File: config.mk
export PLATFORM = sky130hd
export DESIGN_NAME = rgb_to_hsv_pixel_converter_top
export DESIGN_NICKNAME = d
export VERILOG_FILES = /design/src/rtl/rhc_pkg.sv /design/src/rtl/rgb_to_hsv_pixel_converter_top.sv /design/src/rtl/rhc_flow.sv /design/src/rtl/rhc_front.sv /design/src/rtl/rhc_div.sv
export VERILOG_INCLUDE_DIRS = /design/src /design/src/rtl
export SDC_FILE = /design/constraint.sdc
export NUM_CORES = 2
export LEC_CHECK = 0
export BUFFER_PORTS_ARGS = -buffer_cell sky130_fd_sc_hd__buf_4
export CELL_PAD_IN_SITES_DETAIL_PLACEMENT = 1
export CELL_PAD_IN_SITES_GLOBAL_PLACEMENT = 1
export CORE_ASPECT_RATIO = 0.6
export CORE_MARGIN = 2
export CORE_UTILIZATION = 40
export DETAILED_ROUTE_END_ITERATION = 7
export PLACE_DENSITY_LB_ADDON = 0.08
export SLEW_MARGIN = 5
export SYNTH_ARGS = -nofsm -noshare
export SYNTH_HDL_FRONTEND = slang
export SYNTH_SLANG_ARGS = --single-unit
File: constraint.sdc
create_clock -name clk -period 18.7 [get_ports clk]
set_input_delay 0.935 -clock clk [delete_from_list [all_inputs] [get_ports clk]]
set_output_delay 0.935 -clock clk [all_outputs]
set_load 0.05 [all_outputs]
File: src/rtl/rgb_to_hsv_pixel_converter_top_macros.svh
// Assertion macros for the RGB to HSV converter.
// Used by rgb_to_hsv_pixel_converter_top; no other dependencies.
`ifndef RGB_TO_HSV_PIXEL_CONVERTER_TOP_MACROS_SVH
`define RGB_TO_HSV_PIXEL_CONVERTER_TOP_MACROS_SVH
`ifndef SYNTHESIS
// same-cycle implication
`define RHC_ASSERT_IMP(lbl, clk, rstn, ante, cons) \
    lbl: assert property (@(posedge clk) disable iff (!rstn) (ante) |-> (cons)) \
        else $error("rhc: same-cycle check failed");
// next-cycle implication
`define RHC_ASSERT_NXT(lbl, clk, rstn, ante, cons) \
    lbl: assert property (@(posedge clk) disable iff (!rstn) (ante) |=> (cons)) \
        else $error("rhc: next-cycle check failed");
`else
`define RHC_ASSERT_IMP(lbl, clk, rstn, ante, cons)
`define RHC_ASSERT_NXT(lbl, clk, rstn, ante, cons)
`endif
`endif

File: src/rtl/rhc_pkg.sv
// Shared types and constants for the RGB to HSV converter.
// No dependencies; imported by every rhc module and the top level.
`timescale 1ns / 1ps

package rhc_pkg;

    localparam int unsigned CHAN_W     = 8;
    localparam int unsigned OUT_W      = 15;
    localparam int unsigned DIV_Q_W    = 15;
    localparam int unsigned DIV_NUM_W  = CHAN_W + DIV_Q_W;
    localparam int unsigned DIV_STAGES = DIV_Q_W;

    // pipeline stage indexes
    localparam int unsigned STG_FRONT_A = 0;
    localparam int unsigned STG_FRONT_B = 1;
    localparam int unsigned STG_DIV0    = 2;
    localparam int unsigned NUM_STAGES  = DIV_STAGES + 3;
    localparam int unsigned STG_OUT     = NUM_STAGES - 1;

    localparam int unsigned HUE_SECTOR_UNITS = 3840;
    localparam int unsigned HUE_FULL_UNITS   = 23040;
    localparam int unsigned PERCENT_UNITS    = 25600;
    localparam int unsigned CHANNEL_MAX      = 255;
    localparam int unsigned PCT_PER_CHANNEL  = 100;

    // hue base per sector
    localparam int unsigned HUE_BASE_RED     = 0;
    localparam int unsigned HUE_BASE_RED_NEG = HUE_FULL_UNITS;
    localparam int unsigned HUE_BASE_GREEN   = 2 * HUE_SECTOR_UNITS;
    localparam int unsigned HUE_BASE_BLUE    = 4 * HUE_SECTOR_UNITS;

    // floor(x / 255) estimate: (x * 257) >> 16, here folded into 100 * max
    localparam int unsigned RECIP_SHIFT  = 16;
    localparam int unsigned BRIGHT_RECIP = PCT_PER_CHANNEL * 257;
    localparam int unsigned BRIGHT_Q_W   = 8;
    localparam int unsigned BRIGHT_P_W   = RECIP_SHIFT + BRIGHT_Q_W;

    typedef struct packed {
        logic [CHAN_W-1:0] red;
        logic [CHAN_W-1:0] green;
        logic [CHAN_W-1:0] blue;
    } pixel_t;

    typedef struct packed {
        logic [OUT_W-1:0] hue;
        logic [OUT_W-1:0] saturation;
        logic [OUT_W-1:0] brightness;
        logic             achromatic;
    } hsv_t;

    // data riding alongside the dividers
    typedef struct packed {
        logic [OUT_W-1:0]      hue_base;
        logic                  hue_neg;
        logic                  achromatic;
        logic                  max_zero;
        logic [OUT_W-1:0]      bright_x;
        logic [BRIGHT_Q_W-1:0] bright_q;
    } side_t;

    typedef struct packed {
        logic [NUM_STAGES-1:0] en;
        logic [NUM_STAGES-1:0] valid;
    } flow_t;

endpackage

File: src/rtl/rgb_to_hsv_pixel_converter_top.sv
// RGB to HSV converter top level: front end, two dividers, output stage.
// Depends on rhc_pkg, rhc_flow, rhc_front, rhc_div and the assertion macro header.
//
//  Channel | Handshake                 | Word
//  --------+---------------------------+--------------------------------------
//  pixel   | pixel_valid / pixel_ready | red, green, blue (8 bits each)
//  hsv     | hsv_valid / hsv_ready     | hue, saturation, brightness, achromatic
//
// One pixel per clock while the output is not stalled by hsv_ready; the result word is registered
// through 18 register stages: 2 front stages, 15 divider stages, output.
// The 15-stage dividers (one quotient bit per stage) set the depth.
// Reset clears only the stage valid bits; data registers are not reset.
// A full stage holds while the stage after it holds; empty stages close up under a stall.
`timescale 1ns / 1ps
`include "rgb_to_hsv_pixel_converter_top_macros.svh"

module rgb_to_hsv_pixel_converter_top (
    input  logic            clk,
    input  logic            rst_n,
    input  logic            pixel_valid,
    output logic            pixel_ready,
    input  rhc_pkg::pixel_t pixel,
    output logic            hsv_valid,
    input  logic            hsv_ready,
    output rhc_pkg::hsv_t   hsv
);
    import rhc_pkg::*;

    flow_t                flow;
    logic [DIV_NUM_W-1:0] hue_num, sat_num;
    logic [CHAN_W-1:0]    hue_den, sat_den;
    side_t                front_side;
    logic [DIV_Q_W-1:0]   hue_quo, sat_quo;
    logic                 hue_rem_nz;
    logic                 sat_rem_nz;
    side_t                side_reg [DIV_STAGES];
    hsv_t                 hsv_next, hsv_reg;

    rhc_flow u_flow (
        .clk       (clk),
        .rst_n     (rst_n),
        .in_valid  (pixel_valid),
        .out_ready (hsv_ready),
        .flow      (flow)
    );

    rhc_front u_front (
        .clk     (clk),
        .en      (flow.en[STG_FRONT_B:STG_FRONT_A]),
        .pix     (pixel),
        .hue_num (hue_num),
        .hue_den (hue_den),
        .sat_num (sat_num),
        .sat_den (sat_den),
        .side    (front_side)
    );

    rhc_div u_hue_div (
        .clk    (clk),
        .en     (flow.en[STG_OUT-1:STG_DIV0]),
        .num    (hue_num),
        .den    (hue_den),
        .quo    (hue_quo),
        .rem_nz (hue_rem_nz)
    );

    // remainder flag unused for saturation (floor only)
    rhc_div u_sat_div (
        .clk    (clk),
        .en     (flow.en[STG_OUT-1:STG_DIV0]),
        .num    (sat_num),
        .den    (sat_den),
        .quo    (sat_quo),
        .rem_nz (sat_rem_nz)
    );

    always_ff @(posedge clk)
    begin
        if (flow.en[STG_DIV0])
        begin
            side_reg[0] <= front_side;
        end
        for (int s = 1; s < DIV_STAGES; s++)
        begin
            if (flow.en[STG_DIV0 + s])
            begin
                side_reg[s] <= side_reg[s-1];
            end
        end
    end

    always_comb
    begin
        side_t            sd;
        logic [OUT_W-1:0] hue_ceil;
        logic [OUT_W-1:0] resid;
        logic [OUT_W-1:0] bq;
        sd = side_reg[DIV_STAGES-1];

        // negative side needs ceil of the fraction, taken off the sector base
        hue_ceil = hue_quo + OUT_W'(hue_rem_nz);
        if (sd.achromatic)
        begin
            hsv_next.hue = '0;
        end
        else if (sd.hue_neg)
        begin
            hsv_next.hue = sd.hue_base - hue_ceil;
        end
        else
        begin
            hsv_next.hue = sd.hue_base + hue_quo;
        end

        hsv_next.saturation = (sd.max_zero || sat_rem_nz == 1'b1 && sd.max_zero) ? '0 : sat_quo;

        // brightness = x + floor(x / 255), x = 100 * max; estimate is at most one short
        bq    = OUT_W'(sd.bright_q);
        resid = sd.bright_x - bq * OUT_W'(CHANNEL_MAX);
        if (resid >= OUT_W'(CHANNEL_MAX))
        begin
            bq = bq + OUT_W'(1);
        end
        hsv_next.brightness = sd.bright_x + bq;
        hsv_next.achromatic = sd.achromatic;
    end

    always_ff @(posedge clk)
    begin
        if (flow.en[STG_OUT])
        begin
            hsv_reg <= hsv_next;
        end
    end

    assign pixel_ready = flow.en[STG_FRONT_A];
    assign hsv_valid   = flow.valid[STG_OUT];
    assign hsv         = hsv_reg;

    `RHC_ASSERT_IMP(a_grey_zero, clk, rst_n, hsv_valid && hsv.achromatic, hsv.hue == '0 && hsv.saturation == '0)
    `RHC_ASSERT_IMP(a_out_range, clk, rst_n, hsv_valid, hsv.hue < OUT_W'(HUE_FULL_UNITS) && hsv.saturation <= OUT_W'(PERCENT_UNITS) && hsv.brightness <= OUT_W'(PERCENT_UNITS))
    `RHC_ASSERT_NXT(a_accept_fills, clk, rst_n, pixel_valid && pixel_ready, flow.valid[STG_FRONT_A])

endmodule

File: src/rtl/rhc_flow.sv
// Valid/ready control for the converter pipeline: per-stage valid bits and loads.
// Depends on rhc_pkg.
`timescale 1ns / 1ps

module rhc_flow (
    input  logic          clk,
    input  logic          rst_n,
    input  logic          in_valid,
    input  logic          out_ready,
    output rhc_pkg::flow_t flow
);
    import rhc_pkg::*;

    logic [NUM_STAGES-1:0] valid_reg;
    logic [NUM_STAGES-1:0] load;

    // a stage may load when empty or when its successor takes its word
    always_comb
    begin
        load[STG_OUT] = !valid_reg[STG_OUT] || out_ready;
        for (int k = STG_OUT - 1; k >= 0; k--)
        begin
            load[k] = !valid_reg[k] || load[k+1];
        end
    end

    always_ff @(posedge clk or negedge rst_n)
    begin
        if (!rst_n)
        begin
            valid_reg <= '0;
        end
        else
        begin
            if (load[0])
            begin
                valid_reg[0] <= in_valid;
            end
            for (int k = 1; k < NUM_STAGES; k++)
            begin
                if (load[k])
                begin
                    valid_reg[k] <= valid_reg[k-1];
                end
            end
        end
    end

    assign flow.en    = load;
    assign flow.valid = valid_reg;

endmodule

File: src/rtl/rhc_front.sv
// Front end: max/min/delta, hue sector, divider numerators and brightness terms.
// Two register stages; depends on rhc_pkg.
`timescale 1ns / 1ps

module rhc_front (
    input  logic                          clk,
    input  logic [1:0]                    en,
    input  rhc_pkg::pixel_t               pix,
    output logic [rhc_pkg::DIV_NUM_W-1:0] hue_num,
    output logic [rhc_pkg::CHAN_W-1:0]    hue_den,
    output logic [rhc_pkg::DIV_NUM_W-1:0] sat_num,
    output logic [rhc_pkg::CHAN_W-1:0]    sat_den,
    output rhc_pkg::side_t                side
);
    import rhc_pkg::*;

    // stage A
    logic [CHAN_W-1:0] max_next, min_next, delta_next, diff_next;
    logic [OUT_W-1:0]  base_next;
    logic              neg_next;
    logic [CHAN_W-1:0] max_reg, delta_reg, diff_reg;
    logic [OUT_W-1:0]  base_reg;
    logic              neg_reg;

    // stage B
    logic [DIV_NUM_W-1:0]  hue_num_next, sat_num_next;
    logic [BRIGHT_P_W-1:0] bright_p;
    side_t                 side_next;
    logic [DIV_NUM_W-1:0]  hue_num_reg, sat_num_reg;
    logic [CHAN_W-1:0]     hue_den_reg, sat_den_reg;
    side_t                 side_reg;

    always_comb
    begin
        logic r_top, g_top;
        r_top = (pix.red >= pix.green) && (pix.red >= pix.blue);
        g_top = (pix.green >= pix.blue);

        if (r_top)
        begin
            max_next = pix.red;
        end
        else if (g_top)
        begin
            max_next = pix.green;
        end
        else
        begin
            max_next = pix.blue;
        end

        min_next = pix.red;
        if (pix.green < min_next)
        begin
            min_next = pix.green;
        end
        if (pix.blue < min_next)
        begin
            min_next = pix.blue;
        end
        delta_next = max_next - min_next;

        // ties: red beats green beats blue
        if (r_top)
        begin
            if (pix.green >= pix.blue)
            begin
                base_next = OUT_W'(HUE_BASE_RED);
                neg_next  = 1'b0;
                diff_next = pix.green - pix.blue;
            end
            else
            begin
                base_next = OUT_W'(HUE_BASE_RED_NEG);
                neg_next  = 1'b1;
                diff_next = pix.blue - pix.green;
            end
        end
        else if (g_top)
        begin
            base_next = OUT_W'(HUE_BASE_GREEN);
            neg_next  = (pix.blue < pix.red);
            diff_next = neg_next ? (pix.red - pix.blue) : (pix.blue - pix.red);
        end
        else
        begin
            base_next = OUT_W'(HUE_BASE_BLUE);
            neg_next  = (pix.red < pix.green);
            diff_next = neg_next ? (pix.green - pix.red) : (pix.red - pix.green);
        end
    end

    always_ff @(posedge clk)
    begin
        if (en[0])
        begin
            max_reg   <= max_next;
            delta_reg <= delta_next;
            diff_reg  <= diff_next;
            base_reg  <= base_next;
            neg_reg   <= neg_next;
        end
    end

    always_comb
    begin
        hue_num_next = DIV_NUM_W'(diff_reg) * DIV_NUM_W'(HUE_SECTOR_UNITS);
        sat_num_next = DIV_NUM_W'(delta_reg) * DIV_NUM_W'(PERCENT_UNITS);
        bright_p     = BRIGHT_P_W'(max_reg) * BRIGHT_P_W'(BRIGHT_RECIP);

        side_next.hue_base   = base_reg;
        side_next.hue_neg    = neg_reg;
        side_next.achromatic = (delta_reg == '0);
        side_next.max_zero   = (max_reg == '0);
        side_next.bright_x   = OUT_W'(max_reg) * OUT_W'(PCT_PER_CHANNEL);
        // may be one short; fixed in the output stage
        side_next.bright_q   = bright_p[BRIGHT_P_W-1 -: BRIGHT_Q_W];
    end

    always_ff @(posedge clk)
    begin
        if (en[1])
        begin
            hue_num_reg <= hue_num_next;
            hue_den_reg <= delta_reg;
            sat_num_reg <= sat_num_next;
            sat_den_reg <= max_reg;
            side_reg    <= side_next;
        end
    end

    assign hue_num = hue_num_reg;
    assign hue_den = hue_den_reg;
    assign sat_num = sat_num_reg;
    assign sat_den = sat_den_reg;
    assign side    = side_reg;

endmodule

File: src/rtl/rhc_div.sv
// Pipelined restoring divider, one quotient bit per stage.
// Quotient must fit DIV_Q_W bits; depends on rhc_pkg.
`timescale 1ns / 1ps

module rhc_div (
    input  logic                           clk,
    input  logic [rhc_pkg::DIV_STAGES-1:0] en,
    input  logic [rhc_pkg::DIV_NUM_W-1:0]  num,
    input  logic [rhc_pkg::CHAN_W-1:0]     den,
    output logic [rhc_pkg::DIV_Q_W-1:0]    quo,
    output logic                           rem_nz
);
    import rhc_pkg::*;

    logic [CHAN_W-1:0]  rem_reg [DIV_STAGES];
    logic [DIV_Q_W-1:0] low_reg [DIV_STAGES];
    logic [DIV_Q_W-1:0] quo_reg [DIV_STAGES];
    logic [CHAN_W-1:0]  den_reg [DIV_STAGES];

    genvar s;
    generate
        for (s = 0; s < DIV_STAGES; s++)
        begin : g_stage
            logic [CHAN_W-1:0]  rem_in, den_in, rem_next;
            logic [DIV_Q_W-1:0] low_in, quo_in, low_next, quo_next;
            logic [CHAN_W:0]    trial;
            logic               fits;

            if (s == 0)
            begin : g_first
                // top bits start as the partial remainder (below den when quotient fits)
                assign rem_in = num[DIV_NUM_W-1 -: CHAN_W];
                assign low_in = num[DIV_Q_W-1:0];
                assign quo_in = '0;
                assign den_in = den;
            end
            else
            begin : g_rest
                assign rem_in = rem_reg[s-1];
                assign low_in = low_reg[s-1];
                assign quo_in = quo_reg[s-1];
                assign den_in = den_reg[s-1];
            end

            always_comb
            begin
                trial    = {rem_in, low_in[DIV_Q_W-1]};
                fits     = (trial >= {1'b0, den_in});
                rem_next = fits ? CHAN_W'(trial - {1'b0, den_in}) : trial[CHAN_W-1:0];
                low_next = {low_in[DIV_Q_W-2:0], 1'b0};
                quo_next = {quo_in[DIV_Q_W-2:0], fits};
            end

            always_ff @(posedge clk)
            begin
                if (en[s])
                begin
                    rem_reg[s] <= rem_next;
                    low_reg[s] <= low_next;
                    quo_reg[s] <= quo_next;
                    den_reg[s] <= den_in;
                end
            end
        end
    endgenerate

    assign quo    = quo_reg[DIV_STAGES-1];
    assign rem_nz = (rem_reg[DIV_STAGES-1] != '0);

endmodule
==> flow_summary_export.csv <==
group,metric,value,unit
die,io_pins,76,
synth,yosysMostFrequentCell,"edfxtp_1",
cts,cts_made_buffers,118,
place,routabilityCongestion,0.822,
synth,yosysTopAreaCellShare,62.7,%
synth,synthTopCellsByCount,"edfxtp_1 (1235), inv_1 (610), ha_1 (478)",
routing,drt-initial-drc-count,1877,
finish,nets,4983,
timing,period_needed,7.88,ns
cts,cts_max_level,3,
place,post-dp-hpwl,90300,microns
die,rows,109,
cts,cts_tree,"built",
setup_path,path_buf_inv,5,
synth,netlist_area,59100,sq um
timing,hold_viol,0,
setup_path,cp_slowest_stage_delay,0.60,ns
synth,async_flop_share,1.44,%
cts,cts.sinks,1253,
timing,setup_viol,0,
cts,post_cts_buffers,0,
cts,clk_pin_slew,0.06,ns
synth,synth_flop_cell,"edfxtp_1",
finish,drive_gt1_share,10.6,%
global_route,grt_pass1_wl,194000,microns
setup_path,startpoint_type,"flip-flop",
cts,clock_latency,0.74,ns
die,coreArea,147000,sq um
global_route,antenna_found_initial,15,
synth,synth_edf_count,1235,
timing,fin_skew,0.0326,ns
global_route,grt_max_degree,72,
timing,fin_crit_sh,42.1,%
synth,synthTopCellsByArea,"edfxtp_1 (63%), ha_1 (10%), inv_1 (3.9%)",
routing,wire_per_inst,19.0,microns
setup_path,worstSetupEndpointType,"flip-flop",
timing,relSlewSlack,26.9,%
die,initial_utilization,40.2,%
setup_path,slowest_stage,"edfxtp_1",
job,maxCapViolCount,0,
routing,vias_per_cell,4.84,
min_path,hold_class,"input pin to async pin",
finish,largest_reg_flops,378,
status,status,"finished clean",
setup_path,critPathKind,"flip-flop to flip-flop",
setup_path,cp.arrival,8.36,ns
cts,ctsLongestPathBuffers,3,
global_route,grt_pass1_vias,32807,
synth,yosys_warnings,0,
die,die_h,302,microns
synth,synth_cells,4184,
setup_path,critPathTopFamily,"adder cells",
routing,drc,0,
timing,rsz0062_at_grt,"false",
cts,cts_hold_buf,0,
synth,synth-seq-cells,1253,
timing,fmaxAchievable,0.127,GHz
die,dieArea,151000,sq um
synth,ys_seq_area_share,63.5,%
synth,synth.avg_cell_area,14.1,sq um
routing,first_pass_iters,5,
cts,cts_resized,0,
synth,synth_area_leader_cell,"edfxtp_1",
routing,wirelength,122000,microns
finish,fill_cells,14777,
die,die_x,500,microns
place,port_buffers,75,
global_route,grtUsageTotal,16.5,%
synth,synth.net_count,4793,
setup_path,crit_fanout,10,
synth,synthDistinctLibCells,71,
routing,final_antenna_net_count,0,
global_route,grt_overflow_total,0,
cts,clockRootBuffer,"clkbuf_16",
timing,worst_pin_slew,1.10,ns
timing,tns,0,ns
timing,slew_viol_final,0,
setup_path,critPathRequiredTime,19.18,ns
routing,vias,31071,
timing,hold_slack,0.0861,ns
finish,area_growth_syn_to_layout,12.1,%
-- worst register-to-register path, stage by stage, from the launching register on --
cell and delay [ns]:
edfxtp_1 0.60, inv_1 0.20, fa_1 0.59, inv_1 0.09, fa_1 0.48, inv_1 0.05, fa_1 0.53, fa_1 0.42
ha_1 0.50, o211ai_1 0.15, a31oi_1 0.37, o221ai_1 0.32, o211a_1 0.31, a311oi_1 0.24, nand4_1 0.44, o21ai_0 0.38
xnor2_1 0.15, ha_1 0.20, inv_1 0.06, fa_1 0.39, inv_1 0.08, a21oi_1 0.06, o21bai_1 0.23, a21o_1 0.16
a21o_1 0.16, and3_1 0.25, nand3_1 0.11, xnor2_1 0.14
-- per-stage QoR --
stage                     util, %  cell area [sq um]  instances  setup slack (ns)
final                        45.1              66300       6422             10.82
after global routing         45.1              66300       6422             10.29
after detailed placement     42.3              62200       6196             10.86
after floorplan                 -              59100       4184              9.84
after global placement       42.3              62200       6196             11.00
after CTS                    45.1              66300       6419             10.88
-- cell usage in the layout, fill, tap and decap left out, types with 74 or more instances in the layout --
master     Yosys  layout
nand2_1      110     105
mux2i_1       74      74
a21oi_1      110     110
buf_4          2      95
xnor2_1      128     128
clkbuf_16      0     120
edfxtp_1    1235    1235
mux2_2       144     144
fa_1         103     103
o21ai_0      193     193
nor2_1       327     327
inv_1        610     604
a21boi_0      90      90
ha_1         478     478
nor2b_1       91      91
-- metal layers --
| metal | share of wire [%] | vias to the layer above | wire (microns) | track usage [%] |
|---|---|---|---|---|
| met1 | 57 | 15250 | 70200 | 27.6 |
| met4 | 1.4 | 0 | 1750 | 3.11 |
| met5 | 0 | - | 0 | 0 |
| li1 | - | 15326 | - | - |
| met2 | 38 | 372 | 46100 | 22.3 |
| met3 | 3.4 | 123 | 4160 | 2.42 |
-- cells by family (layout without fill, tap and decap cells) --
| kind of cell | count (synthesis) | count (layout) | synth area share, % |
|---|---|---|---|
| muxes | 222 | 222 | 4.09 |
| and+or+nand+nor | 735 | 735 | 5.85 |
| adders and majority gates | 581 | 581 | 13.6 |
| xor gates and xnor gates | 180 | 180 | 2.67 |
| other | 0 | 3 | 0 |
| AOI/OAI and AO/OA | 578 | 578 | 6.21 |
| buffers and inverters | 635 | 928 | 4.09 |
| DFF | 1253 | 1253 | 63.5 |
-- final cells by class --
| cell class | count | area (sq um) | share of cell area (%) |
|---|---|---|---|
| tap | 1942 | 2430 | 3.67 |
| multi-input combinational | 2296 | 19200 | 29.0 |
| sequential | 1253 | 37500 | 56.6 |
| clock buffer | 139 | 3100 | 4.68 |
| antenna | 3 | 7.51 | 0.0113 |
| timing repair buffer | 95 | 713 | 1.08 |
| clock inverter | 84 | 950 | 1.43 |
| inverter | 610 | 2290 | 3.46 |
-- final timing paths --
kind / from / end / slack, ns / depth (start not counted)
max: side_reg[1][246] / hsv[15] / 10.82 / 27
min: rst_n / u_flow.valid_reg[17] / 0.09 / 1
max reg2reg: side_reg[1][246] / hsv[15] / 10.82 / 27
min reg2reg: u_sat_div.quo_reg[1][1] / u_sat_div.quo_reg[2][2] / 0.40 / 0
max in group asynchronous: rst_n / u_flow.valid_reg[0] / 18.35 / 1
min in group clk: u_sat_div.quo_reg[1][1] / u_sat_div.quo_reg[2][2] / 0.40 / 0
Power is left out: the tool's default activity adds up to more than one toggle a clock period on the data nets, which glitch-free logic cannot reach.
